$ cat src/psi6_order_parameter_top_macros.svh
// Assertion macros used by the psi6 back end of the order parameter RTL
`ifndef PSI6_ORDER_PARAMETER_TOP_MACROS_SVH
`define PSI6_ORDER_PARAMETER_TOP_MACROS_SVH

// condition holds at every edge out of reset
`define PSI6_ASSERT_ALWAYS(name, cond, msg) \
  name: assert property (@(posedge clk) disable iff (rst) (cond)) else $error(msg);

// antecedent implies consequent in the next cycle
`define PSI6_ASSERT_NEXT(name, ante, cons, msg) \
  name: assert property (@(posedge clk) disable iff (rst) (ante) |=> (cons)) else $error(msg);

`endif

$ cat src/psi6_pkg.sv
// Types, constants and tables for the psi6 order parameter block
package psi6_pkg;

  localparam int MAX_BONDS   = 64;
  localparam int MAX_POINTS  = 1048576;
  localparam int FRAC_BITS   = 16;
  localparam int CORDIC_STEPS = 30;

  localparam int BOND_CNT_W  = 7;
  localparam int POINT_CNT_W = 21;
  localparam int UNIT_W      = FRAC_BITS + 2;
  localparam int PSUM_W      = 24;
  localparam int TSUM_W      = 40;
  localparam int DIV_NUM_W   = 41;
  localparam int DIV_DEN_W   = 21;
  localparam int MAG_W       = FRAC_BITS + 1;
  localparam int SQ_W        = 2 * MAG_W + 1;
  localparam int CORDIC_W    = 34;

  // 6 * 2^33 / (2*pi), phase in units of 2^-32 turn
  localparam logic signed [35:0] PHASE_MULT = 36'sd8202783306;
  localparam logic signed [CORDIC_W-1:0] CORDIC_GAIN = 34'sd652032874;

  typedef struct packed {
    logic signed [19:0] bond_angle;
    logic               end_of_point;
    logic               end_of_set;
  } in_item_t;

  typedef struct packed {
    logic [16:0] order_magnitude;
    logic [20:0] points_seen;
    logic        count_overflow;
  } out_item_t;

  typedef struct packed {
    logic [31:0] phase;
    logic        eop;
    logic        eos;
  } q_item_t;

  typedef struct packed {
    logic                 start;
    logic [DIV_NUM_W-1:0] num;
    logic [DIV_DEN_W-1:0] den;
  } div_req_t;

  typedef struct packed {
    logic                 done;
    logic [DIV_NUM_W-1:0] quo;
  } div_rsp_t;

  typedef struct packed {
    logic        start;
    logic [31:0] phase;
  } cordic_req_t;

  typedef struct packed {
    logic                     done;
    logic signed [UNIT_W-1:0] re;
    logic signed [UNIT_W-1:0] im;
  } cordic_rsp_t;

  function automatic logic [29:0] atan_turns(input logic [4:0] i);
    logic [29:0] v;
    unique case (i)
      5'd0:  v = 30'd536870912;
      5'd1:  v = 30'd316933406;
      5'd2:  v = 30'd167458907;
      5'd3:  v = 30'd85004756;
      5'd4:  v = 30'd42667331;
      5'd5:  v = 30'd21354465;
      5'd6:  v = 30'd10679838;
      5'd7:  v = 30'd5340245;
      5'd8:  v = 30'd2670163;
      5'd9:  v = 30'd1335087;
      5'd10: v = 30'd667544;
      5'd11: v = 30'd333772;
      5'd12: v = 30'd166886;
      5'd13: v = 30'd83443;
      5'd14: v = 30'd41721;
      5'd15: v = 30'd20860;
      5'd16: v = 30'd10430;
      5'd17: v = 30'd5215;
      5'd18: v = 30'd2607;
      5'd19: v = 30'd1303;
      5'd20: v = 30'd651;
      5'd21: v = 30'd325;
      5'd22: v = 30'd162;
      5'd23: v = 30'd81;
      5'd24: v = 30'd40;
      5'd25: v = 30'd20;
      5'd26: v = 30'd10;
      5'd27: v = 30'd5;
      5'd28: v = 30'd2;
      5'd29: v = 30'd1;
      default: v = 30'd0;
    endcase
    return v;
  endfunction

endpackage

$ cat src/psi6_stream_if.sv
// Valid/ready stream interface carrying one payload item
interface psi6_stream_if #(parameter type T = logic);
  logic valid;
  logic ready;
  T     data;

  modport source (output valid, output data, input ready);
  modport sink   (input valid, input data, output ready);
endinterface

$ cat src/psi6_front.sv
// Front end: accepts angles, forms the 6*theta phase, queues items
module psi6_front
  import psi6_pkg::*;
(
  input  logic            clk,
  input  logic            rst,
  psi6_stream_if.sink     items,
  output logic            q_valid,
  output q_item_t         q_data,
  input  logic            q_pop
);

  q_item_t            entry [2];
  logic               wr_ptr;
  logic               rd_ptr;
  logic [1:0]         count;
  logic signed [55:0] prod;
  logic [55:0]        prod_rnd;
  logic               push;
  logic               pop;

  assign prod     = 56'(items.data.bond_angle) * 56'(PHASE_MULT);
  assign prod_rnd = prod + 56'd32768;

  assign items.ready = (count != 2'd2);
  assign push        = items.valid && items.ready;
  assign pop         = q_pop && q_valid;
  assign q_valid     = (count != 2'd0);
  assign q_data      = entry[rd_ptr];

  always_ff @(posedge clk) begin
    if (push) begin
      entry[wr_ptr].phase <= prod_rnd[47:16];
      entry[wr_ptr].eop   <= items.data.end_of_point;
      entry[wr_ptr].eos   <= items.data.end_of_set;
    end
  end

  always_ff @(posedge clk) begin
    if (rst) begin
      wr_ptr <= 1'b0;
      rd_ptr <= 1'b0;
      count  <= 2'd0;
    end else begin
      if (push) wr_ptr <= ~wr_ptr;
      if (pop)  rd_ptr <= ~rd_ptr;
      count <= count + {1'b0, push} - {1'b0, pop};
    end
  end

endmodule

$ cat src/psi6_cordic.sv
// Iterative CORDIC: one rotation step per cycle, gives cos and sin of a phase
module psi6_cordic
  import psi6_pkg::*;
(
  input  logic        clk,
  input  logic        rst,
  input  cordic_req_t req,
  output cordic_rsp_t rsp
);

  logic signed [CORDIC_W-1:0] x, y, z;
  logic [4:0]                 step;
  logic                       busy;
  logic [1:0]                 quad;
  logic [31:0]                q_sum;
  logic [31:0]                z_init;
  logic signed [CORDIC_W-1:0] xs, ys;
  logic signed [CORDIC_W-1:0] at;
  logic signed [CORDIC_W-1:0] c_rnd, s_rnd;
  logic signed [UNIT_W-1:0]   c, s;
  logic                       done;
  logic signed [UNIT_W-1:0]   turn_re, turn_im;

  assign q_sum  = req.phase + 32'h2000_0000;
  assign z_init = req.phase - {q_sum[31:30], 30'd0};
  assign xs     = x >>> step;
  assign ys     = y >>> step;
  assign at     = CORDIC_W'(atan_turns(step));
  assign c_rnd  = (x + CORDIC_W'(1 << 13)) >>> 14;
  assign s_rnd  = (y + CORDIC_W'(1 << 13)) >>> 14;

  function automatic logic signed [UNIT_W-1:0] clamp(input logic signed [CORDIC_W-1:0] v);
    logic signed [CORDIC_W-1:0] lim;
    lim = CORDIC_W'(1 << FRAC_BITS);
    if (v > lim)       return UNIT_W'(lim);
    else if (v < -lim) return UNIT_W'(-lim);
    else               return UNIT_W'(v);
  endfunction

  assign c = clamp(c_rnd);
  assign s = clamp(s_rnd);

  assign rsp = {done, turn_re, turn_im};

  always_ff @(posedge clk) begin
    if (req.start) begin
      x    <= CORDIC_GAIN;
      y    <= '0;
      z    <= CORDIC_W'(signed'(z_init));
      quad <= q_sum[31:30];
    end else if (busy) begin
      if (!z[CORDIC_W-1]) begin
        x <= x - ys;
        y <= y + xs;
        z <= z - at;
      end else begin
        x <= x + ys;
        y <= y - xs;
        z <= z + at;
      end
    end
  end

  always_ff @(posedge clk) begin
    if (rst) begin
      busy <= 1'b0;
      step <= '0;
      done <= 1'b0;
    end else begin
      done <= !busy && (step == 5'(CORDIC_STEPS));
      if (req.start) begin
        busy <= 1'b1;
        step <= '0;
      end else if (busy) begin
        if (step == 5'(CORDIC_STEPS - 1)) begin
          busy <= 1'b0;
        end
        step <= step + 5'd1;
      end else if (step == 5'(CORDIC_STEPS)) begin
        step <= '0;
      end
    end
  end

  // turn the result by the split-off quarter turns
  always_ff @(posedge clk) begin
    if (!busy && step == 5'(CORDIC_STEPS)) begin
      unique case (quad)
        2'd0: begin turn_re <= c;  turn_im <= s;  end
        2'd1: begin turn_re <= -s; turn_im <= c;  end
        2'd2: begin turn_re <= -c; turn_im <= -s; end
        2'd3: begin turn_re <= s;  turn_im <= -c; end
        default: begin turn_re <= c; turn_im <= s; end
      endcase
    end
  end

endmodule

$ cat src/psi6_divider.sv
// Restoring divider, one quotient bit per cycle
module psi6_divider
  import psi6_pkg::*;
(
  input  logic     clk,
  input  logic     rst,
  input  div_req_t req,
  output div_rsp_t rsp
);

  logic [DIV_DEN_W-1:0] den;
  logic [DIV_DEN_W-1:0] rem;
  logic [DIV_NUM_W-1:0] quo;
  logic [5:0]           cnt;
  logic                 busy;
  logic                 done;
  logic [DIV_DEN_W:0]   rem_sh;
  logic [DIV_DEN_W:0]   diff;
  logic                 fits;

  assign rem_sh  = {rem, quo[DIV_NUM_W-1]};
  assign diff    = rem_sh - {1'b0, den};
  assign fits    = (rem_sh >= {1'b0, den});
  assign rsp     = {done, quo};

  always_ff @(posedge clk) begin
    if (req.start) begin
      den <= req.den;
      rem <= '0;
      quo <= req.num;
    end else if (busy) begin
      rem <= fits ? diff[DIV_DEN_W-1:0] : rem_sh[DIV_DEN_W-1:0];
      quo <= {quo[DIV_NUM_W-2:0], fits};
    end
  end

  always_ff @(posedge clk) begin
    if (rst) begin
      busy <= 1'b0;
      cnt  <= '0;
      done <= 1'b0;
    end else begin
      done <= !req.start && busy && (cnt == 6'(DIV_NUM_W - 1));
      if (req.start) begin
        busy <= 1'b1;
        cnt  <= '0;
      end else if (busy) begin
        cnt <= cnt + 6'd1;
        if (cnt == 6'(DIV_NUM_W - 1)) begin
          busy <= 1'b0;
        end
      end
    end
  end

endmodule

$ cat src/psi6_back.sv
// Back end: accumulates unit vectors, averages per point and per set, forms magnitude
module psi6_back
  import psi6_pkg::*;
(
  input  logic         clk,
  input  logic         rst,
  input  logic         q_valid,
  input  q_item_t      q_data,
  output logic         q_pop,
  psi6_stream_if.source results
);

  `include "psi6_order_parameter_top_macros.svh"

  typedef enum logic [11:0] {
    S_IDLE   = 12'b000000000001,
    S_CORD   = 12'b000000000010,
    S_PCLOSE = 12'b000000000100,
    S_PDIVR  = 12'b000000001000,
    S_PDIVI  = 12'b000000010000,
    S_SCLOSE = 12'b000000100000,
    S_SDIVR  = 12'b000001000000,
    S_SDIVI  = 12'b000010000000,
    S_SQ1    = 12'b000100000000,
    S_SQ2    = 12'b001000000000,
    S_SQRT   = 12'b010000000000,
    S_EMIT   = 12'b100000000000
  } state_t;

  state_t state;

  logic [BOND_CNT_W-1:0]    bond_count;
  logic [POINT_CNT_W-1:0]   points_done;
  logic signed [PSUM_W-1:0] point_sum_real, point_sum_imag;
  logic signed [TSUM_W-1:0] total_sum_real, total_sum_imag;
  logic                     overflow_seen;
  logic                     eop, eos;
  logic [MAG_W-1:0]         avg_re, avg_im;
  logic [SQ_W-1:0]          sq;
  logic [SQ_W:0]            root;
  logic [SQ_W-1:0]          bitv;
  logic [4:0]               sq_cnt;
  logic                     out_free;
  logic                     cor_start;
  logic                     div_start;

  cordic_req_t cor_req;
  cordic_rsp_t cor_rsp;
  div_req_t    div_req;
  div_rsp_t    div_rsp;

  logic signed [PSUM_W-1:0] pdiv_src;
  logic [PSUM_W-1:0]        pdiv_mag;
  logic signed [TSUM_W-1:0] sdiv_src;
  logic [TSUM_W-1:0]        sdiv_mag;
  logic signed [TSUM_W-1:0] pquo_signed;
  logic                     pquo_neg;
  logic [SQ_W:0]            trial;
  logic [2*MAG_W-1:0]       sq_term;
  logic [MAG_W-1:0]         sq_op;
  logic [SQ_W:0]            root_rnd;

  psi6_cordic u_cordic (.clk, .rst, .req(cor_req), .rsp(cor_rsp));
  psi6_divider u_divider (.clk, .rst, .req(div_req), .rsp(div_rsp));

  assign out_free = !results.valid || results.ready;
  assign q_pop    = (state == S_IDLE) && q_valid;

  assign cor_start = (state == S_IDLE) && q_valid &&
                     (bond_count < BOND_CNT_W'(MAX_BONDS));
  assign div_start = ((state == S_PCLOSE) && (eop || eos) &&
                      (points_done < POINT_CNT_W'(MAX_POINTS))) ||
                     (((state == S_PDIVR) || (state == S_SDIVR)) && div_rsp.done) ||
                     (state == S_SCLOSE);

  assign pdiv_src = (state == S_PCLOSE) ? point_sum_real : point_sum_imag;
  assign pdiv_mag = pdiv_src[PSUM_W-1] ? PSUM_W'(-pdiv_src) : PSUM_W'(pdiv_src);
  assign sdiv_src = (state == S_SCLOSE) ? total_sum_real : total_sum_imag;
  assign sdiv_mag = sdiv_src[TSUM_W-1] ? TSUM_W'(-sdiv_src) : TSUM_W'(sdiv_src);

  assign pquo_neg    = (state == S_PDIVR) ? point_sum_real[PSUM_W-1]
                                          : point_sum_imag[PSUM_W-1];
  assign pquo_signed = pquo_neg ? -TSUM_W'(div_rsp.quo) : TSUM_W'(div_rsp.quo);

  assign sq_op   = (state == S_SQ1) ? avg_re : avg_im;
  assign sq_term = sq_op * sq_op;
  assign trial   = root + {1'b0, bitv};
  assign root_rnd = ({1'b0, sq} > root) ? root + 1'b1 : root;

  always_ff @(posedge clk) begin
    if (rst) begin
      state          <= S_IDLE;
      bond_count     <= '0;
      points_done    <= '0;
      point_sum_real <= '0;
      point_sum_imag <= '0;
      total_sum_real <= '0;
      total_sum_imag <= '0;
      overflow_seen  <= 1'b0;
      cor_req.start  <= 1'b0;
      div_req.start  <= 1'b0;
      results.valid  <= 1'b0;
    end else begin
      cor_req.start <= cor_start;
      div_req.start <= div_start;
      if (results.valid && results.ready && state != S_EMIT) results.valid <= 1'b0;

      unique case (state)
        S_IDLE: begin
          if (q_valid) begin
            eop <= q_data.eop;
            eos <= q_data.eos;
            if (bond_count >= BOND_CNT_W'(MAX_BONDS)) begin
              // drop the bond, its end flags still act
              overflow_seen <= 1'b1;
              state         <= S_PCLOSE;
            end else begin
              cor_req.phase <= q_data.phase;
              state         <= S_CORD;
            end
          end
        end
        S_CORD: begin
          if (cor_rsp.done) begin
            point_sum_real <= point_sum_real + PSUM_W'(cor_rsp.re);
            point_sum_imag <= point_sum_imag + PSUM_W'(cor_rsp.im);
            bond_count     <= bond_count + 1'b1;
            state          <= S_PCLOSE;
          end
        end
        S_PCLOSE: begin
          if (!(eop || eos)) begin
            state <= S_IDLE;
          end else if (points_done >= POINT_CNT_W'(MAX_POINTS)) begin
            overflow_seen  <= 1'b1;
            bond_count     <= '0;
            point_sum_real <= '0;
            point_sum_imag <= '0;
            state          <= eos ? S_SCLOSE : S_IDLE;
          end else begin
            div_req.num   <= DIV_NUM_W'(pdiv_mag) + DIV_NUM_W'(bond_count >> 1);
            div_req.den   <= DIV_DEN_W'(bond_count);
            state         <= S_PDIVR;
          end
        end
        S_PDIVR: begin
          if (div_rsp.done) begin
            total_sum_real <= total_sum_real + pquo_signed;
            div_req.num    <= DIV_NUM_W'(pdiv_mag) + DIV_NUM_W'(bond_count >> 1);
            state          <= S_PDIVI;
          end
        end
        S_PDIVI: begin
          if (div_rsp.done) begin
            total_sum_imag <= total_sum_imag + pquo_signed;
            points_done    <= points_done + 1'b1;
            bond_count     <= '0;
            point_sum_real <= '0;
            point_sum_imag <= '0;
            state          <= eos ? S_SCLOSE : S_IDLE;
          end
        end
        S_SCLOSE: begin
          div_req.num   <= DIV_NUM_W'(sdiv_mag) + DIV_NUM_W'(points_done >> 1);
          div_req.den   <= points_done;
          state         <= S_SDIVR;
        end
        S_SDIVR: begin
          if (div_rsp.done) begin
            avg_re        <= (points_done == '0) ? '0 : div_rsp.quo[MAG_W-1:0];
            div_req.num   <= DIV_NUM_W'(sdiv_mag) + DIV_NUM_W'(points_done >> 1);
            state         <= S_SDIVI;
          end
        end
        S_SDIVI: begin
          if (div_rsp.done) begin
            avg_im <= (points_done == '0) ? '0 : div_rsp.quo[MAG_W-1:0];
            state  <= S_SQ1;
          end
        end
        S_SQ1: begin
          sq    <= SQ_W'(sq_term);
          state <= S_SQ2;
        end
        S_SQ2: begin
          sq     <= sq + SQ_W'(sq_term);
          root   <= '0;
          bitv   <= SQ_W'(1) << (SQ_W - 1);
          sq_cnt <= '0;
          state  <= S_SQRT;
        end
        S_SQRT: begin
          if ({1'b0, sq} >= trial) begin
            sq   <= sq - SQ_W'(trial);
            root <= (root >> 1) + {1'b0, bitv};
          end else begin
            root <= root >> 1;
          end
          bitv   <= bitv >> 2;
          sq_cnt <= sq_cnt + 5'd1;
          if (sq_cnt == 5'((SQ_W + 1) / 2 - 1)) state <= S_EMIT;
        end
        S_EMIT: begin
          if (out_free) begin
            results.valid <= 1'b1;
            results.data.order_magnitude <=
              (root_rnd > (SQ_W + 1)'(1 << FRAC_BITS)) ? MAG_W'(1 << FRAC_BITS)
                                                       : root_rnd[MAG_W-1:0];
            results.data.points_seen    <= points_done;
            results.data.count_overflow <= overflow_seen;
            points_done    <= '0;
            total_sum_real <= '0;
            total_sum_imag <= '0;
            overflow_seen  <= 1'b0;
            state          <= S_IDLE;
          end
        end
        default: state <= S_IDLE;
      endcase
    end
  end

  `PSI6_ASSERT_ALWAYS(a_bond_bound, bond_count <= BOND_CNT_W'(MAX_BONDS),
    "bond count above its limit")
  `PSI6_ASSERT_NEXT(a_bond_step, state == S_CORD && cor_rsp.done,
    bond_count == $past(bond_count) + 1'b1, "accepted bond not counted")
  `PSI6_ASSERT_NEXT(a_emit_clear, state == S_EMIT && out_free,
    results.valid && points_done == '0 && !overflow_seen, "set end did not clear state")

endmodule

$ cat src/psi6_order_parameter_top.sv
// Per bond the back end issues the angle, runs the 30-step CORDIC and checks for a
// point end; a point end adds two divides, and a set end adds two more divides, the
// squaring states S_SQ1 and S_SQ2, 18 root steps and the output.
// Throughput is set by the shared iterative CORDIC and divider in the back end;
// a two-entry queue lets angles be taken while the back end works.
// Reset is synchronous and active high; it clears the sums, the bond and point counts and the queue.
module psi6_order_parameter_top
  import psi6_pkg::*;
(
  input  logic          clk,
  input  logic          rst,
  psi6_stream_if.sink   items,
  psi6_stream_if.source results
);

  logic    q_valid;
  q_item_t q_data;
  logic    q_pop;

  psi6_front u_front (
    .clk, .rst, .items, .q_valid, .q_data, .q_pop
  );

  psi6_back u_back (
    .clk, .rst, .q_valid, .q_data, .q_pop, .results
  );

endmodule

$ cat src/flat_wrapper.sv
// flat-port wrapper written by rule: the top's interface ports become plain ports
module psi6_order_parameter_top_flat import psi6_pkg::*;
  (clk, rst, items_valid, items_data, items_ready, results_valid, results_data, results_ready);
  psi6_stream_if #(.T(in_item_t)) items_i ();
  psi6_stream_if #(.T(out_item_t)) results_i ();
  input  logic clk;
  input  logic rst;
  input wire logic [$bits(items_i.valid)-1:0] items_valid;
  input wire logic [$bits(items_i.data)-1:0] items_data;
  output wire logic [$bits(items_i.ready)-1:0] items_ready;
  output wire logic [$bits(results_i.valid)-1:0] results_valid;
  output wire logic [$bits(results_i.data)-1:0] results_data;
  input wire logic [$bits(results_i.ready)-1:0] results_ready;
  assign items_i.valid = items_valid;
  assign items_i.data = items_data;
  assign items_ready = items_i.ready;
  assign results_valid = results_i.valid;
  assign results_data = results_i.data;
  assign results_i.ready = results_ready;
  psi6_order_parameter_top u_core (.clk(clk), .rst(rst), .items(items_i), .results(results_i));
endmodule
$ cat config.mk
export PLATFORM = sky130hd
export DESIGN_NAME = psi6_order_parameter_top_flat
export DESIGN_NICKNAME = d
export VERILOG_FILES = /design/src/psi6_pkg.sv /design/src/psi6_stream_if.sv /design/src/psi6_front.sv /design/src/psi6_cordic.sv /design/src/psi6_divider.sv /design/src/psi6_back.sv /design/src/psi6_order_parameter_top.sv /design/src/flat_wrapper.sv
export VERILOG_INCLUDE_DIRS = /design/src /design/src/src
export SDC_FILE = /design/constraint.sdc
export NUM_CORES = 2
export LEC_CHECK = 0
export ABC_AREA = 1
export BUFFER_PORTS_ARGS = -buffer_cell sky130_fd_sc_hd__buf_2
export CORE_ASPECT_RATIO = 0.75
export CORE_MARGIN = 3
export CORE_UTILIZATION = 31
export CTS_CLUSTER_DIAMETER = 50
export DETAILED_ROUTE_END_ITERATION = 10
export PLACE_DENSITY_LB_ADDON = 0.2
export SETUP_SLACK_MARGIN = 0.05
export SLEW_MARGIN = 20
export SYNTH_ARGS = -nofsm -noshare
export SYNTH_HDL_FRONTEND = slang
export SYNTH_SLANG_ARGS = --single-unit
$ cat constraint.sdc
create_clock -name clk -period 11.05 [get_ports clk]
set_input_delay 1.105 -clock clk [delete_from_list [all_inputs] [get_ports clk]]
set_output_delay 1.105 -clock clk [all_outputs]
set_load 0.005 [all_outputs]
======== After elaboration in Yosys (flattened, before gate mapping) ========
Memory sizes are Yosys's and may differ from the RTL's. A register that Yosys moved wholly into a read port is not among the register bits.
Cells that the tools add are included.
operators by class
  bitwise gates (word level) .............. 4
  shifts and indexed selects .............. 2
  muxes and demuxes ....................... 91
  reductions and logical operators ........ 50
  $add $sub $neg .......................... 35
  magnitude comparators ................... 12
  equal/unequal tests ..................... 34
  multiply operators ...................... 2
operators by type and width
  cell                                            count
  two-way mux 40 bit                              6
  two-way mux 34 bit                              5
  two-way mux 24 bit                              7
  two-way mux 41 bit                              4
  case mux 41 bit (4 select lines)                1
  case mux 40 bit (2 select lines)                2
  case mux 12 bit (12 select lines)               1
  case mux 18 bit (4 select lines)                2
  case mux 24 bit (3 select lines)                2
  two-way mux 62 bit                              2
  case mux 35 bit (3 select lines)                1
  two-way mux 12 bit                              8
  case mux 21 bit (2 select lines)                2
  adder 40 bit                                    2
  negation 40 bit                                 2
  two-way mux 18 bit                              4
  two-way mux 36 bit                              2
  case mux 36 bit (2 select lines)                1
  case mux 35 bit (2 select lines)                1
  adder 34 x 15 -> 34 bit, second input constant  2
  adder 34 bit                                    2
  >>> shifter 34 x 5 -> 34 bit                    2
  subtractor 34 bit                               2
  two-way mux 21 bit                              3
  other kinds (79)                                164
word-level totals
  memory bits (writable) .................. 68
  input port bits ......................... 26
  logic and storage cells ................. 275
  memories ................................ 2
  register bits after elaboration ......... 694
  memory bits (read-only) ................. 960
memory list
  name                  words  bits a word  read ports  clocked after memory_dff  write ports  RTL line          RTL
  (no name shown)       32     30           1           1                         0            psi6_pkg.sv:66    unique case (i)
  u_core.u_front.entry  2      34           1           1                         1            psi6_front.sv:13  q_item_t entry [2];

======== Longest topological paths before layout ========
  depth after elaboration ................. 8
  mapped depth ............................ 54
  mapped depth without buffers ............ 51

======== By module ========
Synthesis repeated with hierarchy kept, for this count alone.
unflattened totals
  cell total of the unflattened synthesis .. 12747
  area total of the unflattened synthesis .. 88466.1 µm²
by module, submodules not included
  module        instances  area each (µm²)  cells each  sequential area each (µm²)
  psi6_back     1          47225.3          6774        11340.9
  psi6_cordic   1          21165.3          3546        4264.1
  psi6_front    1          14707.9          1721        2142.1
  psi6_divider  1          5367.6           706         2442.3

======== Worst setup path before layout ========
Ideal clock, no wire load.
  path type ............................... register to register
  start point ............................. register u_core.u_back.state[3]
  end point ............................... register u_core.u_back.sq[33], data pin
  required time ........................... 10.786 ns
  stages on the path, launching flop included .. 50
  arrival time ............................ 9.060 ns
  path slack .............................. 1.726 ns
  period minus slack after synthesis ...... 9.324 ns
  setup time .............................. 0.264 ns
  cells stage by stage .................... dfxtp_1 > nor2_2 > nand2_4 > inv_2 > nand3_2 > clkbuf_1 > clkbuf_1 > nand2_1 > o21ai_1 > clkinv_1 > nor2_1 > inv_1 > fa_1 > inv_1 > fa_1 > inv_1 > fa_1 > fa_1 > [... 14 more ...] > nand2_1 > nor3_2 > nand3_1 > xor2_1 > nand2_1 > nand2_1 > ha_1 > a21oi_1 > o21ai_0 > a221oi_1 > nand2_1 > nand2_1 > nand2_1 > nand2_1 > nand2_1 > or2_2 > nand3_1 > o21ai_0
on the way
  longest elaborated chain between the ends .. 5
  elaborated cells on any way between the ends .. 7
ends and longest elaborated chain
  what                                RTL line                           RTL
  start, declared                     psi6_back.sv:30                    state_t state;
  start signal, assigned              psi6_back.sv:139                   state <= eos ? S_SCLOSE : S_IDLE;
  start signal, assigned              psi6_back.sv:160                   state <= eos ? S_SCLOSE : S_IDLE;
  == test 12 x 9 -> 1 bit             psi6_back.sv:85, psi6_back.sv:108
  two-way mux 17 bit                  psi6_back.sv:85                    assign sq_op = (state == S_SQ1) ? avg_re : avg_im;
  multiplier 17 x 17 -> 34 bit        psi6_back.sv:86                    assign sq_term = sq_op * sq_op;
  adder 35 x 34 -> 35 bit             psi6_back.sv:186                   sq <= sq + SQ_W'(sq_term);
  case mux 35 bit (3 select lines) *  psi6_back.sv:108                   unique case (state)
  end signal, assigned                psi6_back.sv:182                   sq <= SQ_W'(sq_term);
  end signal, assigned                psi6_back.sv:186
  end signal, assigned                psi6_back.sv:194                   sq <= sq - SQ_W'(trial);
  end, declared                       psi6_back.sv:39                    logic [SQ_W-1:0] sq;
Every way passes the cells marked *; elsewhere a longest branch is shown, timed or not.
A chain may end at the register's enable or synchronous reset.

======== Final worst setup path ========
  start point ............................. register u_core.u_back.state[4]
  end point ............................... register u_core.u_back.sq[34], data pin
The elaborated chain is that of the path after synthesis.

==> impl_metrics.ini <==
[floorplan]
io_pins = 67
initial_core_util_pct = 31.3
num_rows = 167
die_h_um = 464
die_area_sq_mm = 0.286
die_w_um = 617
coreArea_sq_mm = 0.277

[power_and_ir_drop]
comb_power_share_pct = 71.5
vdd_drop_max_uv = 504
leakagePower_uw = 0.0445
p_sw_uw = 16700
clock_power_share_pct = 12.3
p_sw_share_pct = 55.1
p_int_uw = 13600
finalPower_uw = 30200
pwr-share-seq_pct = 16.2
power.density_mw_per_mm2 = 318

[synthesis]
ys_warn_count = 0
synth_nets = 13600
synth_top_cell_by_area = edfxtp_1
synth_most_common_cell = nand2_1
synth_area_sq_mm = 0.0868
synth_area_leaders = edfxtp_1, nand2_1, ha_1
synth_edf_count = 465
synth_area_per_cell_sq_um = 7.00
synthCells = 12400
seq_area_frac_synth_pct = 23.3
async_flop_share_pct = 0
synth_commonest_cells = nand2_1, inv_1, nor2_1
ys_ff_latch = 776
yosysTopAreaCellShare_pct = 16.1
synthFlopType = edfxtp_1
synth_cell_types = 76

[clocking]
cts.sinks = 776
clkTransAtPathRegs_ns = 0.07
clockRootBuffer = clkbuf_16
cts.path.max_buffers = 3
cts-buffers-inserted = 111
clock_latency_ns = 0.77
cts_tree = done
h-tree-depth = 3
cts_hold_buf = 0

[route]
route.antenna.remaining_nets = 0
drc = 0
drtIter0Drc = 8073
routed_via_density = 5.03
wl_per_cell_um = 18.8
drt_wl_total_mm = 304
firstDrtPassIters = 6
vias = 81300

[worst_setup_path]
required_ns = 11.53
start_kind = flip-flop
r2r_cells = 42
path_depth = 42
crit_path_top_delay_cell = fa_1
critPathKind = reg2reg
worstPathArrival_ns = 10.87
cp_top_family = adder cells
critPathCaptureType = flip-flop
cp_max_fo = 16
worst-path-buf-inv = 6
slowest_delay_ns = 0.56
crit_top_cell = nand2_1

[placement]
portBuffers = 66
post_dp_cell_area_sq_mm = 0.0912
dp_hpwl_mm = 245
gp_congestion = 0.939

[cells_and_area]
fin_nets = 13600
stdcell_area_sq_mm = 0.0951
diodes = 0
fillCellCount = 30300
drive_gt1_share_pct = 5.65
syn_to_final_growth_pct = 9.53

[sta]
max_slew_margin_pct = 20.7
fmax_mhz = 96.2
worst_clock_skew_ns = 0.0643
finalMaxSlewViolations = 0
hold_slack_ns = 0.412
setup_viol = 0
rsz0062_at_grt = no
tns_ns = 0
hold_viol = 0
max_slew.worst_pin.slew_ns = 1.17
fin_crit_sh_pct = 94.1
finalCriticalPeriod_ns = 10.40

[flow_run]
cap_violations = 0

[grt]
antenna_found_initial = 16
overflow = 0
grt_start_max_net_pins = 77
grt_pass1_vias = 76000
grt_pass1_wl_mm = 466
grt_usage_pct = 20.6

[outcome]
status = finished clean

[hold_path]
hold_class = reg2reg
hold_depth = 0
## sequential cells by signal (all words and copies together), names as in the netlist, 12 cells and up, named ones only
| register | cells |
|---|---|
| u_core.u_front.entry | 68 |
| u_core.u_back.div_req | 63 |
| u_core.u_back.u_divider.quo | 41 |
| u_core.u_back.total_sum_imag | 40 |
| u_core.u_back.total_sum_real | 40 |
| u_core.u_back.results.data | 39 |
| u_core.u_back.root | 36 |
| u_core.u_back.sq | 35 |
| u_core.u_back.u_cordic.x | 34 |
| u_core.u_back.u_cordic.y | 34 |
| u_core.u_back.u_cordic.z | 34 |
| u_core.u_back.cor_req | 33 |
| u_core.u_back.u_cordic.at | 30 |
| u_core.u_back.point_sum_imag | 24 |
| u_core.u_back.point_sum_real | 24 |
| u_core.u_back.points_done | 21 |
| u_core.u_back.u_divider.den | 21 |
| u_core.u_back.u_divider.rem | 21 |
| u_core.u_back.bitv | 18 |
| u_core.u_back.u_cordic.turn_im | 18 |
| u_core.u_back.u_cordic.turn_re | 18 |
| u_core.u_back.avg_im | 17 |
| u_core.u_back.avg_re | 17 |
| u_core.u_back.state | 12 |
## metrics by stage
| step | cells | setup WS [ns] | util (%) |
|---|---|---|---|
| floorplan | 12400 | 1.73 | - |
| global route | 16200 | 0.0515 | 34.3 |
| detailed placement | 16000 | 0.394 | 32.9 |
| finish | 16200 | 0.654 | 34.3 |
| CTS | 16200 | 0.354 | 34.3 |
| global placement | 16000 | 0.456 | 32.9 |
## logic make-up after synthesis
kind of cell | Yosys count | share of synthesized area [%]
and+or+nand+nor | 5745 | 28.2
buffers and inverters | 2205 | 9.83
AOI/OAI and AO/OA | 1955 | 12.5
adders and majority gates | 1185 | 20.6
DFF | 776 | 23.3
xor gates and xnor gates | 500 | 5.05
muxes | 34 | 0.441
other | 1 | 0.00432
## worst reg2reg max path, delay by kind of cell, from the launching register on
kind                       cells  cell delay, ns
DFF                            1            0.33
buffers and inverters          6            1.20
xor gates and xnor gates       2            0.38
and+or+nand+nor               20            3.36
adders and majority gates      8            3.78
AOI/OAI and AO/OA              6            1.07
## power by group through the flow
| stage | clock network (uW) | registers [uW] | logic (uW) |
|---|---|---|---|
| after global placement | 0 | 4950 | 21500 |
| after floorplan | 0 | 4660 | 15700 |
| final | 3710 | 4900 | 21600 |
| after CTS | 3810 | 4890 | 21500 |
| after detailed placement | 0 | 4940 | 21300 |
| after global routing | 3930 | 4950 | 24400 |
## worst paths after layout
check | startpoint | end | slack [ns]
setup / recovery | u_core.u_back.state[4] | u_core.u_back.sq[34] | 0.65
hold / removal | u_core.u_back.div_req[4] | u_core.u_back.u_divider.den[4] | 0.41
setup reg to reg | u_core.u_back.state[4] | u_core.u_back.sq[34] | 0.65
hold reg to reg | u_core.u_back.div_req[4] | u_core.u_back.u_divider.den[4] | 0.41
## routing by layer
metal | GRT usage, % | part of all wire (%)
met1 | 33.0 | 52
met2 | 29.0 | 40
met3 | 3.37 | 7.3
met4 | 2.52 | 1.1
met5 | 0.251 | 0.040
## cell type report
class,instances,area (sq um),share of cell area (%)
clock buffers,125,2920,3.07
clock inverters,85,922,0.970
inverters,1885,7100,7.46
multi-input cells,9421,58200,61.2
flip-flops and latches,776,20200,21.2
well taps,3718,4650,4.89
repair buffers,161,1050,1.10
## cell usage in the layout, fill, tap and decap left out, drive strengths merged, types with 14 or more instances in the layout
cell | Yosys | routed
a21o | 48 | 48
a22oi | 17 | 17
o21a | 23 | 23
o31ai | 18 | 18
a211oi | 16 | 16
mux2 | 34 | 34
clkbuf | 192 | 125
nor3 | 186 | 186
nand2 | 2967 | 2967
o211ai | 31 | 31
nand4 | 166 | 166
buf | 128 | 161
ha | 776 | 776
nand3 | 916 | 917
edfxtp | 465 | 465
o21bai | 29 | 29
a21oi | 805 | 805
nor2 | 1276 | 1276
inv | 1868 | 1910
or2 | 103 | 103
nand3b | 48 | 48
o21ai | 739 | 739
o221ai | 21 | 21
a21boi | 42 | 42
a221oi | 14 | 14
o22ai | 20 | 20
a31oi | 87 | 87
xnor2 | 141 | 141
dfxtp | 311 | 311
clkinv | 17 | 49
nor4 | 55 | 55
xor2 | 359 | 359
fa | 409 | 409
## what timing repair did
| action | 4_1_cts | 5_1_grt |
|---|---|---|
| resized for setup | 0 | 12 |
| setup endpoints to repair | 0 | 12 |
| setup buffers | 0 | 0 |
| endpoints found under the hold margin | 0 | 0 |
No activity file was read; power rests on OpenSTA's default activity.
